==> config.mk <==
export PLATFORM = sky130hd
export DESIGN_NAME = fgfq_ctrl
export DESIGN_NICKNAME = d
export VERILOG_FILES = /design/src/hdl/fgfq_pkg.sv /design/src/hdl/fgfq_ctrl.sv
export SDC_FILE = /design/constraint.sdc
export NUM_CORES = 1
export LEC_CHECK = 0
export BUFFER_PORTS_ARGS = -buffer_cell sky130_fd_sc_hd__buf_2
export CAP_MARGIN = 20
export CORE_MARGIN = 4
export CORE_UTILIZATION = 59
export CTS_CLUSTER_DIAMETER = 200
export DETAILED_ROUTE_END_ITERATION = 7
export PLACE_DENSITY = 0.86
export SLEW_MARGIN = 15
export SYNTH_ARGS = -nofsm -noshare
export SYNTH_HDL_FRONTEND = slang
export SYNTH_SLANG_ARGS = --single-unit
==> constraint.sdc <==
create_clock -name clk -period 3.4 [get_ports clk]
set_input_delay 0.17 -clock clk [delete_from_list [all_inputs] [get_ports clk]]
set_output_delay 0.17 -clock clk [all_outputs]
set_load 0.01 [all_outputs]
==> src/hdl/fgfq_pkg.sv <==
// Shared constants, datapath command and status types for the gap-fit query block.
package fgfq_pkg;

  localparam int LINE_LEN = 65536;
  localparam int POS_W    = 16;
  localparam int VAL_W    = 16;
  localparam int NODE_W   = $clog2(2 * LINE_LEN);
  localparam int H_W      = NODE_W + 1;

  localparam logic FUNC_BUILD = 1'b0;
  localparam logic FUNC_QUERY = 1'b1;

  typedef enum logic [4:0] {
    OP_NONE,
    OP_CLR,
    OP_LOAD,
    OP_RD_LEAF,
    OP_PRV_POS,
    OP_PRV_ZERO,
    OP_PRV_LEAF,
    OP_UP,
    OP_RD_LSIB,
    OP_TAKE_LSIB,
    OP_RD_RCH,
    OP_PD_EV,
    OP_SET_FIRST,
    OP_SET_NXT,
    OP_WR_LEAF,
    OP_RD_SIB,
    OP_WR_UP,
    OP_NXT_INIT,
    OP_RD_RSIB,
    OP_TAKE_RSIB,
    OP_RD_LCH,
    OP_ND_EV,
    OP_PFX_INIT,
    OP_PFX_ODD,
    OP_PFX_HALVE,
    OP_PFX_ACC,
    OP_FITS
  } dp_op_t;

  typedef struct packed {
    dp_op_t op;
  } dp_cmd_t;

  typedef struct packed {
    logic rd_nz;
    logic idx_root;
    logic idx_odd;
    logic idx_leaf;
    logic h_done;
    logic h_odd;
    logic clr_done;
    logic pos_zero;
    logic is_query;
  } dp_stat_t;

  function automatic logic [VAL_W-1:0] vmax(input logic [VAL_W-1:0] a,
                                            input logic [VAL_W-1:0] b);
    vmax = (a > b) ? a : b;
  endfunction

endpackage

==> src/hdl/fgfq_ctrl.sv <==
// Controller: sequences clearing, neighbour searches, tree updates and prefix max.
module fgfq_ctrl (
  input  logic                clk,
  input  logic                rst,
  input  logic                in_valid,
  output logic                in_ready,
  output logic                out_valid,
  input  logic                out_ready,
  input  fgfq_pkg::dp_stat_t  stat,
  output fgfq_pkg::dp_cmd_t   cmd
);

  typedef enum logic [4:0] {
    S_CLEAR, S_IDLE, S_START, S_LEAF_EV, S_PU, S_PU_EV, S_PD, S_PD_EV,
    S_FOUND, S_SET_W, S_SU, S_SU_EV, S_NU, S_NU_EV, S_ND, S_ND_EV,
    S_QP, S_QP_EV, S_OUT
  } state_t;

  state_t state, state_next;
  logic   second, second_next;
  logic   out_valid_next;

  assign in_ready = (state == S_IDLE);

  always_comb begin
    state_next     = state;
    second_next    = second;
    out_valid_next = out_valid && !out_ready;
    cmd.op         = fgfq_pkg::OP_NONE;
    unique case (state)
      S_CLEAR: begin
        cmd.op = fgfq_pkg::OP_CLR;
        if (stat.clr_done) state_next = S_IDLE;
      end
      S_IDLE: begin
        if (in_valid) begin
          cmd.op     = fgfq_pkg::OP_LOAD;
          state_next = S_START;
        end
      end
      S_START: begin
        if (stat.pos_zero) begin
          if (stat.is_query) begin
            cmd.op     = fgfq_pkg::OP_PRV_ZERO;
            state_next = S_FOUND;
          end else begin
            state_next = S_IDLE;
          end
        end else begin
          cmd.op     = fgfq_pkg::OP_RD_LEAF;
          state_next = S_LEAF_EV;
        end
      end
      S_LEAF_EV: begin
        // non-zero leaf means an obstacle already stands there
        if (stat.rd_nz) begin
          if (stat.is_query) begin
            cmd.op     = fgfq_pkg::OP_PRV_POS;
            state_next = S_FOUND;
          end else begin
            state_next = S_IDLE;
          end
        end else begin
          state_next = S_PU;
        end
      end
      S_PU: begin
        if (stat.idx_root) begin
          cmd.op     = fgfq_pkg::OP_PRV_ZERO;
          state_next = S_FOUND;
        end else if (stat.idx_odd) begin
          cmd.op     = fgfq_pkg::OP_RD_LSIB;
          state_next = S_PU_EV;
        end else begin
          cmd.op = fgfq_pkg::OP_UP;
        end
      end
      S_PU_EV: begin
        if (stat.rd_nz) begin
          cmd.op     = fgfq_pkg::OP_TAKE_LSIB;
          state_next = S_PD;
        end else begin
          cmd.op     = fgfq_pkg::OP_UP;
          state_next = S_PU;
        end
      end
      S_PD: begin
        if (stat.idx_leaf) begin
          cmd.op     = fgfq_pkg::OP_PRV_LEAF;
          state_next = S_FOUND;
        end else begin
          cmd.op     = fgfq_pkg::OP_RD_RCH;
          state_next = S_PD_EV;
        end
      end
      S_PD_EV: begin
        cmd.op     = fgfq_pkg::OP_PD_EV;
        state_next = S_PD;
      end
      S_FOUND: begin
        if (stat.is_query) begin
          cmd.op     = fgfq_pkg::OP_PFX_INIT;
          state_next = S_QP;
        end else begin
          cmd.op      = fgfq_pkg::OP_SET_FIRST;
          second_next = 1'b0;
          state_next  = S_SET_W;
        end
      end
      S_SET_W: begin
        cmd.op     = fgfq_pkg::OP_WR_LEAF;
        state_next = S_SU;
      end
      S_SU: begin
        if (stat.idx_root) begin
          if (second) begin
            state_next = S_IDLE;
          end else begin
            cmd.op     = fgfq_pkg::OP_NXT_INIT;
            state_next = S_NU;
          end
        end else begin
          cmd.op     = fgfq_pkg::OP_RD_SIB;
          state_next = S_SU_EV;
        end
      end
      S_SU_EV: begin
        cmd.op     = fgfq_pkg::OP_WR_UP;
        state_next = S_SU;
      end
      S_NU: begin
        if (stat.idx_root) begin
          state_next = S_IDLE;
        end else if (!stat.idx_odd) begin
          cmd.op     = fgfq_pkg::OP_RD_RSIB;
          state_next = S_NU_EV;
        end else begin
          cmd.op = fgfq_pkg::OP_UP;
        end
      end
      S_NU_EV: begin
        if (stat.rd_nz) begin
          cmd.op     = fgfq_pkg::OP_TAKE_RSIB;
          state_next = S_ND;
        end else begin
          cmd.op     = fgfq_pkg::OP_UP;
          state_next = S_NU;
        end
      end
      S_ND: begin
        if (stat.idx_leaf) begin
          cmd.op      = fgfq_pkg::OP_SET_NXT;
          second_next = 1'b1;
          state_next  = S_SET_W;
        end else begin
          cmd.op     = fgfq_pkg::OP_RD_LCH;
          state_next = S_ND_EV;
        end
      end
      S_ND_EV: begin
        cmd.op     = fgfq_pkg::OP_ND_EV;
        state_next = S_ND;
      end
      S_QP: begin
        if (stat.h_done) begin
          state_next = S_OUT;
        end else if (stat.h_odd) begin
          cmd.op     = fgfq_pkg::OP_PFX_ODD;
          state_next = S_QP_EV;
        end else begin
          cmd.op = fgfq_pkg::OP_PFX_HALVE;
        end
      end
      S_QP_EV: begin
        cmd.op     = fgfq_pkg::OP_PFX_ACC;
        state_next = S_QP;
      end
      S_OUT: begin
        // hold until the previous result has left the output register
        if (!out_valid || out_ready) begin
          cmd.op         = fgfq_pkg::OP_FITS;
          out_valid_next = 1'b1;
          state_next     = S_IDLE;
        end
      end
      default: state_next = S_IDLE;
    endcase
  end

  always_ff @(posedge clk) begin
    if (rst) begin
      state     <= S_CLEAR;
      second    <= 1'b0;
      out_valid <= 1'b0;
    end else begin
      state     <= state_next;
      second    <= second_next;
      out_valid <= out_valid_next;
    end
  end

endmodule

==> metrics.txt <==
outcome=complete, no violations; ANT cells=0; Tcrit/Tclk final=78.03%; clock slew at reported path FFs=50 ps; met3 usage=7.831%; fmax=376.9 MHz; worst-path fanout max=19; final setup violation count=0; Final min period=2653 ps; postcts setup bufs=0; hold endpoint=second; worst r2r dst=state[0]; starting density of the core=65.56%; global route overflow=0; CTS max path bufs=2; I/O pin count=20; Setup crit start kind=flop; clk sinks=7; flops & latches, synth=7; proportion of layout cells with a drive suffix above 1=17.18%; area grow syn2layout=7.264%; PwrDens=554.3 nW/um2; crit end category=output port; Post-synth EDFFs=0; Mapped Cells=154; ys flop type=dfxtp_1; RSZ-0062 raised after global routing=no; clk_lat worst skew=250 ps; largest net degree at the start of global routing=28; critical path class=reg -> out; vertical die dimension=49.86 um; final hold vios=0; first-pass GRT wire length=5409 um; count leader, synth=a21oi_1; Num CTS Buffers=3; vias=1343; Seq/Total Area, Yosys=13.56%; HPWL Detailed=2268 um; All-Layer GR Usage=27.65%; Reg-to-Reg Start=state[0]; DIE WIDTH=49.86 um; static leakage=0.4362 nW; Post-synth top cells=a21oi_1, nand2_1, nor2_1; crit path max-delay cell type=dfxtp_1; worst vdd ir=0.0004820 V; vias in the first global route=1176; Setup Skew=2.076 ps; clock root cell=clkbuf_4; GR Layer Usage met1=38.18%; Core Util, Final=70.32%; row cnt=14; synth warn=0; drt drc=0; sequence of cells on the critical path=buf_4 > nor3b_1 > nand3_1 > and4_1 > o21ai_0 > buf_2; first-pass iteration count of the detailed router=4; Avg Cell Area, Syn=6.711 um2; Syn Nets=167; Core Region=1577 um2; WL final=3260 um; dominant cell type by area after synthesis=dfxtp_1; Slew Viols, Final=0; post-cts sizing count=0; top cell type's share of synthesized area=13.56%; die area=2486 um2; crit path DAT=2480 ps; nets=177; hold path depth=2; max-cap violations=0; final antenna-violating net count=0; ys async rst share=0%; Worst R2R Setup Slack=1120 ps; Setup TNS Final=0 ps; WL/cell=18.21 um; Initial DRC Count=117; HP Start=rst; main area contributors after synthesis=dfxtp_1, a21oi_1, nor3b_1, nor2b_1, nand2_1; initial antenna violation count=0; CP required=3230 ps; busiest grt layer=met2; slew of the pin with the lowest slew margin=863.8 ps; worst stage delay on the critical path=710 ps; via/cell ratio=7.503; Slew HR=42.33%; synth unique cells=51; CTS tree=done; GR Layer Usage met2=38.77%; Worst Reg-to-Reg Cells=5; Buffers on Ports=19; Hold Path Class=in -> reg; H-tree depth=1; routability cong.=1.027; Hold Buf Count CTS=0; Synth Cell Area=1033 um2
[cell usage in the layout (no fill, tap or decap), drive strengths merged, types with 2 or more instances in the layout]
| cell type | Yosys | routed |
|---|---|---|
| nand3b | 3 | 3 |
| nor2 | 9 | 9 |
| o211ai | 2 | 2 |
| nand2 | 12 | 12 |
| buf | 8 | 20 |
| nor3 | 7 | 7 |
| and3 | 5 | 5 |
| nand2b | 7 | 7 |
| clkbuf | 7 | 4 |
| and4b | 2 | 2 |
| nand4 | 4 | 4 |
| o22ai | 2 | 2 |
| a32oi | 2 | 2 |
| a31oi | 4 | 4 |
| nor2b | 8 | 8 |
| dfxtp | 7 | 7 |
| o21bai | 2 | 2 |
| inv | 2 | 2 |
| a21oi | 13 | 13 |
| o21ai | 9 | 9 |
| nand3 | 8 | 8 |
| nor3b | 8 | 8 |
| nor4 | 2 | 2 |
[sequential cells by signal, summed over array words and instances (netlist names)]
signal / cells
second: 1
state: 5
out_valid: 1
[power breakdown]
group          internal (mW)  leakage, nW  switching (mW)  total, mW
clock                 0.0448       0.0150          0.0303     0.0751
combinational          0.163        0.364           0.200      0.363
sequential            0.0952       0.0568          0.0814      0.177
total                  0.303        0.436           0.311      0.614
[layer usage]
layer	part of all wire, %	vias to the layer above
li1	-	602
met1	38	593
met2	45	131
met3	14	17
met4	3.0	0
met5	0	-
[kinds of logic (layout without fill, tap and decap cells)]
kind of cell / Yosys count / in the layout / synth area share, %
compound gates: 45 / 45 / 27.97
xor+xnor: 1 / 1 / 0.8476
buf+inv: 17 / 26 / 7.869
flops: 7 / 7 / 13.56
mux: 1 / 1 / 1.090
simple gates: 83 / 83 / 48.67
[how the worst max path moves through the flow]
stage / startpoint / end / slack, ps / cells past startpoint
3_3_place_gp: state[0] / cmd[0] / 1150 / 6
3_5_place_dp: state[1] / cmd[0] / 1150 / 6
6_report: state[1] / cmd[0] / 750 / 6
2_1_floorplan: state[2] / state[0] / 1770 / 6
4_1_cts: state[1] / cmd[0] / 860 / 6
5_1_grt: state[1] / cmd[0] / 640 / 6
[final cells by class]
| type | instances | area, um2 |
|---|---|---|
| multi-input cells | 130 | 812.0 |
| inverters | 2 | 7.507 |
| repair buffers | 20 | 102.6 |
| clock buffers | 4 | 26.28 |
| fillers | 141 | 467.9 |
| well taps | 16 | 20.02 |
| flip-flops and latches | 7 | 140.1 |
[critical path: cells and delay by family (launching register included)]
kind                   cells  cell delay (ps)
and+or+nand+nor            3             1010
DFF                        1              710
buffers and inverters      2              450
AOI/OAI and AO/OA          1               60
[through the flow]
stage / total power [mW] / cell area [um2] / hold WS (ps) / cells / worst slack (ps)
after floorplan: 0.4364 / 1033 / 386.4 / 154 / 1767
final: 0.6145 / 1109 / 208.9 / 179 / 746.9
after global routing: 0.6669 / 1109 / 199.5 / 179 / 636.5
after CTS: 0.6044 / 1109 / 199.8 / 179 / 855.8
after global placement: 0.5178 / 1082 / 457.5 / 175 / 1148
after detailed placement: 0.5242 / 1082 / 464.2 / 175 / 1147
No activity file was read; power rests on OpenSTA's default activity.
